File: config.mk
export PLATFORM = sky130hd
export DESIGN_NAME = uri_component_percent_encoder_unit
export DESIGN_NICKNAME = d
export VERILOG_FILES = /design/src/rtl/core/ucpe_pkg.sv /design/src/rtl/core/ucpe_classify.sv /design/src/rtl/core/ucpe_emit.sv /design/src/rtl/core/uri_component_percent_encoder_unit.sv
export VERILOG_INCLUDE_DIRS = /design/src /design/src/rtl/core
export SDC_FILE = /design/constraint.sdc
export NUM_CORES = 1
export LEC_CHECK = 0
export BUFFER_PORTS_ARGS = -buffer_cell sky130_fd_sc_hd__buf_2
export CORE_MARGIN = 5
export CORE_UTILIZATION = 57
export DETAILED_ROUTE_END_ITERATION = 7
export PLACE_DENSITY = 0.87
export SYNTH_ARGS = -nofsm -noshare
export SYNTH_HDL_FRONTEND = slang
export SYNTH_SLANG_ARGS = --single-unit
File: constraint.sdc
create_clock -name clk -period 4.6 [get_ports clk]
set_clock_uncertainty 0.15 [all_clocks]
set_input_delay 0.92 -clock clk [delete_from_list [all_inputs] [get_ports clk]]
set_output_delay 0.92 -clock clk [all_outputs]
set_load 0.02 [all_outputs]
File: src/rtl/core/assert_macros.svh
// Assertion helpers for the RTL files.
// Each macro expects signals named clk and rst_n in the enclosing scope.
`ifndef ASSERT_MACROS_SVH
`define ASSERT_MACROS_SVH

// Same-cycle implication, checked outside reset.
`define UCPE_ASSERT_IMP(lbl, ante, cons) \
  lbl: assert property (@(posedge clk) disable iff (!rst_n) (ante) |-> (cons)) \
    else $error("same-cycle implication failed");

// Next-cycle implication, checked outside reset.
`define UCPE_ASSERT_NXT(lbl, ante, cons) \
  lbl: assert property (@(posedge clk) disable iff (!rst_n) (ante) |=> (cons)) \
    else $error("next-cycle implication failed");

`endif

File: src/rtl/core/ucpe_pkg.sv
package ucpe_pkg;

  // Component tags carried with each input byte.
  localparam logic [2:0] COMP_HOST     = 3'd0;
  localparam logic [2:0] COMP_PATH     = 3'd1;
  localparam logic [2:0] COMP_QUERY    = 3'd2;
  localparam logic [2:0] COMP_FRAGMENT = 3'd3;
  localparam logic [2:0] COMP_SCHEME   = 3'd4;

  // The escape introducer.
  localparam logic [7:0] CHAR_PERCENT = 8'h25;

  // One input item.
  typedef struct packed {
    logic [7:0] data_byte;
    logic [2:0] component;
  } in_item_t;

  // One result item.
  typedef struct packed {
    logic [7:0] out_byte;
    logic       last_of_run;
  } out_item_t;

  // Encoded form of one input item, ready for serialization.
  typedef struct packed {
    logic       escape;
    logic [7:0] lit_byte;
    logic [7:0] hi_hex;
    logic [7:0] lo_hex;
  } enc_t;

endpackage

File: src/rtl/core/ucpe_classify.sv
module ucpe_classify (
  input  ucpe_pkg::in_item_t item,
  output ucpe_pkg::enc_t     enc
);

  // Upper-case hex digit of one nibble.
  function automatic logic [7:0] hex_digit(input logic [3:0] nib);
    logic [7:0] d;
    if (nib < 4'd10) begin
      d = 8'h30 + {4'h0, nib};
    end else begin
      d = 8'h37 + {4'h0, nib};
    end
    return d;
  endfunction

  // Characters allowed in every component.
  function automatic logic in_base_set(input logic [7:0] b);
    logic ok;
    ok = ((b >= 8'h41) && (b <= 8'h5A)) || ((b >= 8'h61) && (b <= 8'h7A)) ||
         ((b >= 8'h30) && (b <= 8'h39));
    unique case (b)
      8'h21, 8'h24, 8'h27, 8'h28, 8'h29, 8'h2A, 8'h2B, 8'h2C,
      8'h2D, 8'h2E, 8'h3A, 8'h3B, 8'h3D, 8'h5F, 8'h7E: ok = 1'b1;
      default: ;
    endcase
    return ok;
  endfunction

  logic [7:0] low_byte;
  logic       is_upper;
  logic       fold;
  logic       base_ok;
  logic       allowed;

  // Host and scheme bytes are lowercased first, letters only.
  assign is_upper = (item.data_byte >= 8'h41) && (item.data_byte <= 8'h5A);
  assign fold     = is_upper && ((item.component == ucpe_pkg::COMP_HOST) ||
                                 (item.component == ucpe_pkg::COMP_SCHEME));
  assign low_byte = fold ? (item.data_byte + 8'h20) : item.data_byte;
  assign base_ok  = in_base_set(low_byte);

  // Per-component allowed set; scheme always passes, unused tags never do.
  always_comb begin
    unique case (item.component)
      ucpe_pkg::COMP_HOST:
        allowed = base_ok || (low_byte == 8'h26) || (low_byte == 8'h5B) ||
                  (low_byte == 8'h5D);
      ucpe_pkg::COMP_PATH:
        allowed = base_ok || (low_byte == 8'h26) || (low_byte == 8'h40);
      ucpe_pkg::COMP_QUERY:
        allowed = base_ok || (low_byte == 8'h2F) || (low_byte == 8'h3F) ||
                  (low_byte == 8'h40);
      ucpe_pkg::COMP_FRAGMENT:
        allowed = base_ok || (low_byte == 8'h26) || (low_byte == 8'h2F) ||
                  (low_byte == 8'h3F) || (low_byte == 8'h40);
      ucpe_pkg::COMP_SCHEME:
        allowed = 1'b1;
      default:
        allowed = 1'b0;
    endcase
  end

  // Build the encoded item.
  assign enc.escape   = !allowed;
  assign enc.lit_byte = low_byte;
  assign enc.hi_hex   = hex_digit(low_byte[7:4]);
  assign enc.lo_hex   = hex_digit(low_byte[3:0]);

endmodule

File: src/rtl/core/ucpe_emit.sv
module ucpe_emit (
  input  logic                 clk,
  input  logic                 rst_n,
  input  logic                 load,
  input  ucpe_pkg::enc_t       enc,
  output logic                 free,
  output logic                 out_valid,
  input  logic                 out_stall,
  output ucpe_pkg::out_item_t  out_data
);

  typedef enum logic [1:0] {
    PH_FIRST,
    PH_HI,
    PH_LO
  } phase_t;

  logic           em_v_r;
  phase_t         phase_r;
  ucpe_pkg::enc_t enc_r;
  logic           is_last;
  logic           fire;

  // Current result byte from the held item and the phase.
  always_comb begin
    out_data.out_byte = enc_r.lit_byte;
    is_last           = 1'b1;
    if (enc_r.escape) begin
      unique case (phase_r)
        PH_FIRST: begin
          out_data.out_byte = ucpe_pkg::CHAR_PERCENT;
          is_last           = 1'b0;
        end
        PH_HI: begin
          out_data.out_byte = enc_r.hi_hex;
          is_last           = 1'b0;
        end
        PH_LO: begin
          out_data.out_byte = enc_r.lo_hex;
          is_last           = 1'b1;
        end
        default: begin
          out_data.out_byte = enc_r.lo_hex;
          is_last           = 1'b1;
        end
      endcase
    end
    out_data.last_of_run = is_last;
  end

  assign out_valid            = em_v_r;
  assign fire                 = em_v_r && !out_stall;
  assign free                 = !em_v_r || (fire && is_last);

  // Hold one encoded item and step through its result bytes.
  always_ff @(posedge clk) begin
    if (!rst_n) begin
      em_v_r  <= 1'b0;
      phase_r <= PH_FIRST;
    end else if (load) begin
      em_v_r  <= 1'b1;
      phase_r <= PH_FIRST;
      enc_r   <= enc;
    end else if (fire) begin
      if (is_last) begin
        em_v_r  <= 1'b0;
        phase_r <= PH_FIRST;
      end else if (phase_r == PH_FIRST) begin
        phase_r <= PH_HI;
      end else begin
        phase_r <= PH_LO;
      end
    end
  end

endmodule

File: src/rtl/core/uri_component_percent_encoder_unit.sv
// URI component percent encoder. Each item is one byte tagged with its URI
// component; it yields one result byte when it passes literally and three
// ('%' and two upper-case hex digits) when it is escaped. The output port
// carries one byte per cycle while out_stall is low, so an escaped item holds
// the output longer than a literal one; the serializer sets the rate.
// A new item may be accepted every cycle while items pass literally and the
// output is not stalled. Each item passes through the input register and
// then the serializer register before its first result byte appears.
`include "assert_macros.svh"

module uri_component_percent_encoder_unit (
  input  logic                clk,
  input  logic                rst_n,
  input  logic                in_valid,
  output logic                in_stall,
  input  ucpe_pkg::in_item_t  in_data,
  output logic                out_valid,
  input  logic                out_stall,
  output ucpe_pkg::out_item_t out_data
);

  logic               in_v_r;
  ucpe_pkg::in_item_t in_item_r;
  ucpe_pkg::enc_t     enc;
  logic               em_free;
  logic               load_em;
  logic               in_fire;

  // The input register hands over whenever the serializer frees up.
  assign load_em  = in_v_r && em_free;
  assign in_stall = in_v_r && !em_free;
  assign in_fire  = in_valid && !in_stall;

  // Input register.
  always_ff @(posedge clk) begin
    if (!rst_n) begin
      in_v_r <= 1'b0;
    end else if (in_fire) begin
      in_v_r    <= 1'b1;
      in_item_r <= in_data;
    end else if (load_em) begin
      in_v_r <= 1'b0;
    end
  end

  // Classification and hex conversion.
  ucpe_classify u_classify (
    .item (in_item_r),
    .enc  (enc)
  );

  // Result serializer.
  ucpe_emit u_emit (
    .clk       (clk),
    .rst_n     (rst_n),
    .load      (load_em),
    .enc       (enc),
    .free      (em_free),
    .out_valid (out_valid),
    .out_stall (out_stall),
    .out_data  (out_data)
  );

  // Stall is raised only while an item waits in the input register.
  `UCPE_ASSERT_IMP(a_stall_needs_item, in_stall, in_v_r)
  // An escape sequence never breaks off after a non-final byte.
  `UCPE_ASSERT_NXT(a_escape_continues, out_valid && !out_stall && !out_data.last_of_run,
                   out_valid)
  // Taking a new item over a held one moves the held one on in the same cycle.
  `UCPE_ASSERT_IMP(a_no_overwrite, in_fire && in_v_r, load_em)

endmodule
# After elaboration in Yosys (flattened, before gate mapping)
# Cells that the tools add are included.
# W data, S select, Z words.
# op_classes
reduce_logical	40
multipliers	0
add_sub_neg	5
div_mod_pow	0
shift	0
n_mux	16
n_eq_ne	26
bitwise_logic	1
n_lt_le_gt_ge	10
# ops
op	count
$eq A8 B6 Y1 const B	16
$eq A8 B7 Y1 const B	5
$mux W8	4
$add A6 B4 Y7 const A	4
$ge A8 B7 Y1 const B	3
$le A8 B7 Y1 const B	3
$pmux W8 S2	1
$reduce_or A15 Y1	1
$logic_or A1 B1 Y1	14
$logic_and A1 B1 Y1	10
$add A8 B6 Y8 const B	1
$ge A8 B6 Y1 const B	1
$le A8 B6 Y1 const B	1
$lt A4 B4 Y1 const B	2
$mux W1	8
$eq A3 B2 Y1 const B	2
$reduce_and A2 Y1	3
$reduce_bool A2 Y1	3
$logic_not A1 Y1	5
$pmux W1 S5	1
$mux W2	2
$reduce_or A2 Y1	2
$eq A3 B1 Y1 const B	1
$eq A3 B3 Y1 const B	1
4 further kinds	4
# totals
romBits	0
regBits	40
out_inout_bits	11
mem_count	0
word_cells	107
ramBits	0
latch_bits	0
inputBits	15

# Logic depth before layout (Yosys ltp)
# Gate-level depths: netlist (run 1).
# logic_depth
ltp_word	15
mapped_depth	14
mapped_depth_nobuf	13

# By module
# Synthesis (run 1) repeated with hierarchy kept, for this count alone.
# unflattened
cells_unflattened	207
hier_area_um2	2244.7
# modules_own_cells
mod	n_inst	cells_per_inst	seq_area_each_um2	area_each_um2
ucpe_emit	1	74	810.8	1064.8
ucpe_classify	1	116	0.0	793.3
uri_component_percent_encoder_unit	1	17	350.3	386.6

# Least setup slack after synthesis (run 1)
# Ideal clock, no wire load.
# synth_timing
path_type	flip-flop to flip-flop
from	register in_item_r[4] (netlist bit)
to	register u_emit.enc_r[24] (netlist bit), data pin
t_required_ns	4.293
setup_ns	0.157
period_less_slack_ns	3.339
arrival_time_ns	3.033
n_path_buf	0
stages_incl_launch_ff	14
setup_slack_ns	1.261
cell_sequence	edfxtp_1 inv_1 ha_1 or4b_4 o311a_1 and2_4 xnor2_4 inv_2 ha_1 a22oi_1 o22ai_1 nor3b_1 o211ai_1 a32oi_1
# synth_rtl
element	line	rtl
from (decl)	uri_component_percent_encoder_unit.sv:23	ucpe_pkg::in_item_t in_item_r;
from (signal assigned)	uri_component_percent_encoder_unit.sv:40	in_item_r <= in_data;
to (signal assigned)	ucpe_emit.sv:63	enc_r <= enc;
to (decl)	ucpe_emit.sv:20	ucpe_pkg::enc_t enc_r;

==> qor.txt, run 1 <==
Initial Utilization: 60.2%
Mapped Area: 0.00204 mm^2
Longest Clk Path Bufs: 2
EDFF count, synth: 34
hold path start: in_v_r$_SDFFE_PN0P_
worst hold slack: 0.388 ns
setup repair bufs after CTS: 0
synthesized flop and latch total: 38
Die Width: 69.8 um
synth unique cells: 41
CORE AREA: 0.00339 mm^2
leading cell type in the layout, fill and taps excluded: edfxtp_1
Final Setup Violations: 0
TritonRoute pass-1 iters: 4
Synth warnings: 0
main combinational cell family by area after synthesis: compound AO/OA/AOI/OAI gates
run status: finished clean
cts hold-fix bufs: 0
CP Class: register to register
Clock Latency Late Sink: 0.33 ns
Synth Flop Type: edfxtp_1
R2R Setup Slk: 0.92 ns
top-area cell type share of the netlist area: 50.1%
XOR/XNOR share of the synthesized area: 2.21%
post-synthesis simple-gate area fraction: 13.1%
Min-Delay Path Class: register to register
die footprint: 0.00487 mm^2
Yosys top cell by area: edfxtp_1
total wire length: 3750 um
final cycle utilization of the critical path: 79.9%
Syn Area/Cell: 10.8 um^2
fin crit period: 3.68 ns
via count: 1,498
Core Util, Final: 66.4%
Post-Syn Instances: 188
total power per unit cell area: 284 mW/mm^2
crit path launch: in_item_r[4]$_DFFE_PP_
Startpoint Class: register
Slew Viols, Final: 0
maximum VDD drop: 176 uV
Finished Layout Cells: 260
clock root cell: clkbuf_4
htree depth: 2
Synth async-reset ratio: 0%
share of layout cells above drive strength 1: 18.2%
fin area: 0.00225 mm^2
Clock Sinks: 38
synth top area cells: edfxtp_1 (50%), ha_1 (6.7%), dfxtp_1 (3.9%)
unrepaired setup endpoints after global routing: false
row cnt: 21
vias in the first global route: 1,347
post-route ant nets: 0
fmax: 0.272 GHz
RR Startpoint: in_item_r[4]$_DFFE_PP_
Worst-Margin Slew: 0.939 ns
placed cells: 252
static leakage: 0.881 nW
antenna cells: 0
data arrival time of the critical path: 3.71 ns
Synth Net Count: 214
wire length per cell: 14.4 um
Setup crit end kind: register
multiplexer share of the synthesized area: 0.982%
Hold Fails Final Rpt: 0
IO Pins: 26
overall routing resource usage: 16.3%
final setup TNS: 0 ns
via density per instance: 5.76
first-pass GRT wire length: 6260 um
adder-cell area share of the yosys netlist: 6.75%
Final nets: 239
GR Overflow Total: 0
Post-DP Area: 0.00219 mm^2
area grow syn2layout: 10.4%
Max Cap Viol: 0
die height: 69.8 um
DP Wirelength: 2730 um
CTS tree: built
initial antenna violation count: 0
Remaining DRCs: 0
initial DRC count: 160
sequential area share after synthesis: 54.0%
input/output buffers: 25
Slew headroom: 37.4%
CP Data Required Time: 4.63 ns
commonest cells after routing, fill and taps aside: edfxtp_1 (34), buf_2 (25), nor2_1 (18)
compound-cell area share of the yosys netlist: 18.2%
largest net degree at the start of global routing: 24
gp weighted congestion: 0.948
worst-path fanout max: 10
cts repair resizes: 0
clk slew on worst S/H paths: 0.10 ns
Num CTS Buffers: 5
## area by class of cell
class	count	area (um^2)
fillers	270	1140
flip-flops and latches	38	1100
multi-input cells	125	840
repair buffers	25	125
inverters	18	67.6
well taps	46	57.6
clock buffers	7	55.1
clock inverters	1	5.00
## cell usage after synthesis, drive strengths merged, types with 2 or more instances
cell type,n
edfxtp,34
inv,18
nor2,18
a21oi,15
ha,11
nand2,10
o21ai,9
nand3,8
a22oi,6
clkbuf,5
dfxtp,4
nor2b,4
nor3,4
a31oi,3
and3,3
o21bai,3
o221ai,3
o22ai,3
xnor2,3
a21boi,2
a21o,2
buf,2
mux2i,2
nand2b,2
o21a,2
## where the power goes
part	internal [W]	switching, W	leakage (nW)
clock	0.0000740	0.0000971	0.0353
combinational	0.0000265	0.0000399	0.500
sequential	0.000390	0.0000120	0.345
total	0.000491	0.000149	0.881
## stage by stage
stage / setup WS (ns) / total power, W
5_1_grt: 0.655 / 0.000677
3_3_place_gp: 1.09 / 0.000474
4_1_cts: 0.929 / 0.000644
2_1_floorplan: 1.26 / 0.000454
6_report: 0.924 / 0.000640
3_5_place_dp: 0.963 / 0.000476
## flip-flops by register name (all words and copies together), names as in the netlist
name,flops
u_emit.enc_r,23
in_item_r,11
u_emit.phase_r,2
in_v_r,1
u_emit.out_valid,1
## cell families (layout without fill, tap and decap cells)
logic type                 count (synthesis)  after routing
buffers and inverters                     25             51
and+or+nand+nor                           54             54
xor gates and xnor gates                   3              3
DFF                                       38             38
AOI/OAI and AO/OA                         55             55
muxes                                      2              2
adders and majority gates                 11             11
## worst paths after layout
check	to	depth (start not counted)
min reg2reg	u_emit.out_valid$_SDFFE_PN0P_	2
max	u_emit.enc_r[24]$_DFFE_PP_	13
max reg2reg	u_emit.enc_r[24]$_DFFE_PP_	13
min	u_emit.out_valid$_SDFFE_PN0P_	2
## routing by layer
layer  track usage, %  vias to the layer above  wire length [um]
met4             6.17                        0                69
li1                 -                      739                 -
met2             25.7                       54              1770
met3             5.36                       11               264
met1             20.6                      694              1650
met5                0                        -                 0
## critical path: stages (launching register included)
cell      delay (ns)
edfxtp_1        0.55
inv_1           0.16
ha_1            0.26
or4b_4          0.52
o311a_1         0.35
and2_4          0.20
xnor2_4         0.19
inv_2           0.12
ha_1            0.28
a22oi_1         0.16
o22ai_1         0.10
nor3b_1         0.18
o211ai_1        0.11
a32oi_1         0.18
Power figures use the tool's default switching activity.
==> run 2, diff against run 1 <==
Clock period 4.6 ns to 3.8 ns, I/O delays scaled along.
==> run 2 against run 1 <==
  * Register-to-register slack got worse by 0.68 ns
  * Global-route usage decreased by 0.18 points
  * Setup slack got worse by 0.68 ns
  * Critical path depth is the same
  * Combinational power up 30%
  * Die area did not move
  * Utilization up 0.78 points
  * Maximum frequency is 3.5% higher
  * Count of clock-buffer cells in the layout down 1
  * Sequential cell count unchanged
  * Sequential power up 20%
  * Largest power group unchanged
  * Non-clock buffer count rose by 3
  * Largest cell class unchanged
==> qor.txt, run 2 (synthesized netlist as in run 1, its figures left out) <==
input/output buffers: 25
final setup TNS: 0 ns
maximum VDD drop: 238 uV
Top Usage Layer GRT: met2
Hold Fails Final Rpt: 0
Top Registers: u_emit.enc_r (23), in_item_r (11), u_emit.phase_r (2)
Final nets: 242
R2R Setup Slk: 0.25 ns
commonest cells after routing, fill and taps aside: edfxtp_1 (34), buf_2 (25), nor2_1 (18)
Total Power: 0.000792 W
Core Util, Final: 67.2%
overall routing resource usage: 16.1%
share of layout cells above drive strength 1: 19.8%
GR Overflow Total: 0
post-route ant nets: 0
total power per unit cell area: 348 mW/mm^2
Remaining DRCs: 0
run status: finished clean
initial DRC count: 111
gp weighted congestion: 0.992
Max Cap Viol: 0
CP Class: register to register
clk slew on worst S/H paths: 0.11 ns
Clock Latency Late Sink: 0.36 ns
Initial Utilization: 60.2%
htree depth: 2
static leakage: 0.894 nW
fin crit period: 3.55 ns
largest net degree at the start of global routing: 24
Num CTS Buffers: 5
die footprint: 0.00487 mm^2
cts hold-fix bufs: 0
Slew Viols, Final: 0
Post-DP Area: 0.00221 mm^2
CORE AREA: 0.00339 mm^2
total wire length: 3830 um
TritonRoute pass-1 iters: 4
DP Wirelength: 2820 um
first-pass GRT wire length: 6170 um
vias in the first global route: 1,380
max reg flops: 23
Longest Clk Path Bufs: 2
Top reg by flops: u_emit.enc_r
Startpoint Class: register
antenna cells: 0
unrepaired setup endpoints after global routing: false
grt met2 use: 26.2%
Min-Delay Path Class: register to register
Worst-Margin Slew: 0.954 ns
met1 GRT Util: 20.0%
clock root cell: clkbuf_4
die height: 69.8 um
Slew headroom: 36.4%
via count: 1,506
data arrival time of the critical path: 3.61 ns
row cnt: 21
met3 Track Usage GR: 3.62%
final cycle utilization of the critical path: 93.5%
wire length per cell: 14.6 um
setup repair bufs after CTS: 0
Final Setup Violations: 0
CTS tree: built
Setup crit end kind: register
hold path start: in_v_r$_SDFFE_PN0P_
crit path launch: in_item_r[3]$_DFFE_PP_
initial antenna violation count: 0
fmax: 0.281 GHz
Clock Sinks: 38
worst-path fanout max: 7
RR Startpoint: in_item_r[3]$_DFFE_PP_
cts repair resizes: 0
via density per instance: 5.73
CP Data Required Time: 3.86 ns
area grow syn2layout: 11.7%
fin area: 0.00228 mm^2
Die Width: 69.8 um
IO Pins: 26
leading cell type in the layout, fill and taps excluded: edfxtp_1
run 2: cell types whose count changed in the layout (fill, tap and decap cells not counted), sizes merged:
| cell | before | now |
|---|---|---|
| clkbuf | 7 | 6 |
| clkinvlp | 0 | 1 |
| buf | 25 | 28 |
run 2: critical path, cell delays in order (launching register included):
cell and delay, ns:
edfxtp_1 0.49, inv_1 0.15, ha_1 0.24, or4b_4 0.50
o311a_1 0.35, and2_4 0.20, xnor2_4 0.19, inv_2 0.12
ha_1 0.28, a22oi_1 0.17, o22ai_1 0.10, nor3b_1 0.18
o211ai_1 0.11, a32oi_1 0.18
run 2: cell type report:
| cell class | count | area (um^2) |
|---|---|---|
| tap | 46 | 57.6 |
| multi-input combinational | 125 | 840 |
| clock inverter | 2 | 12.5 |
| clock buffer | 6 | 51.3 |
| timing repair buffer | 28 | 148 |
| sequential | 38 | 1100 |
| fill | 288 | 1110 |
| inverter | 18 | 67.6 |
run 2: metal layers:
| layer | wire (um) | up-vias |
|---|---|---|
| met3 | 217 | 9 |
| met2 | 1890 | 45 |
| li1 | - | 743 |
| met5 | 0 | - |
| met1 | 1660 | 709 |
| met4 | 67 | 0 |
run 2: power by group:
| part | internal (W) | switching (W) |
|---|---|---|
| sequential | 0.000473 | 0.0000102 |
| combinational | 0.0000337 | 0.0000529 |
| clock | 0.0000888 | 0.000133 |
| total | 0.000595 | 0.000197 |
run 2: worst paths after layout:
| path | endpoint | depth (start not counted) |
|---|---|---|
| max reg2reg | u_emit.enc_r[24]$_DFFE_PP_ | 13 |
| min | u_emit.out_valid$_SDFFE_PN0P_ | 2 |
| max | u_emit.enc_r[24]$_DFFE_PP_ | 13 |
| min reg2reg | u_emit.out_valid$_SDFFE_PN0P_ | 2 |
run 2: per-stage QoR:
stage / std cells / setup WS, ns / hold WS, ns
after floorplan: 188 / 0.461 / 0.314
after detailed placement: 255 / 0.299 / 0.344
after global routing: 263 / 0.0232 / 0.402
after CTS: 263 / 0.262 / 0.370
after global placement: 255 / 0.388 / 0.326
final: 263 / 0.247 / 0.358
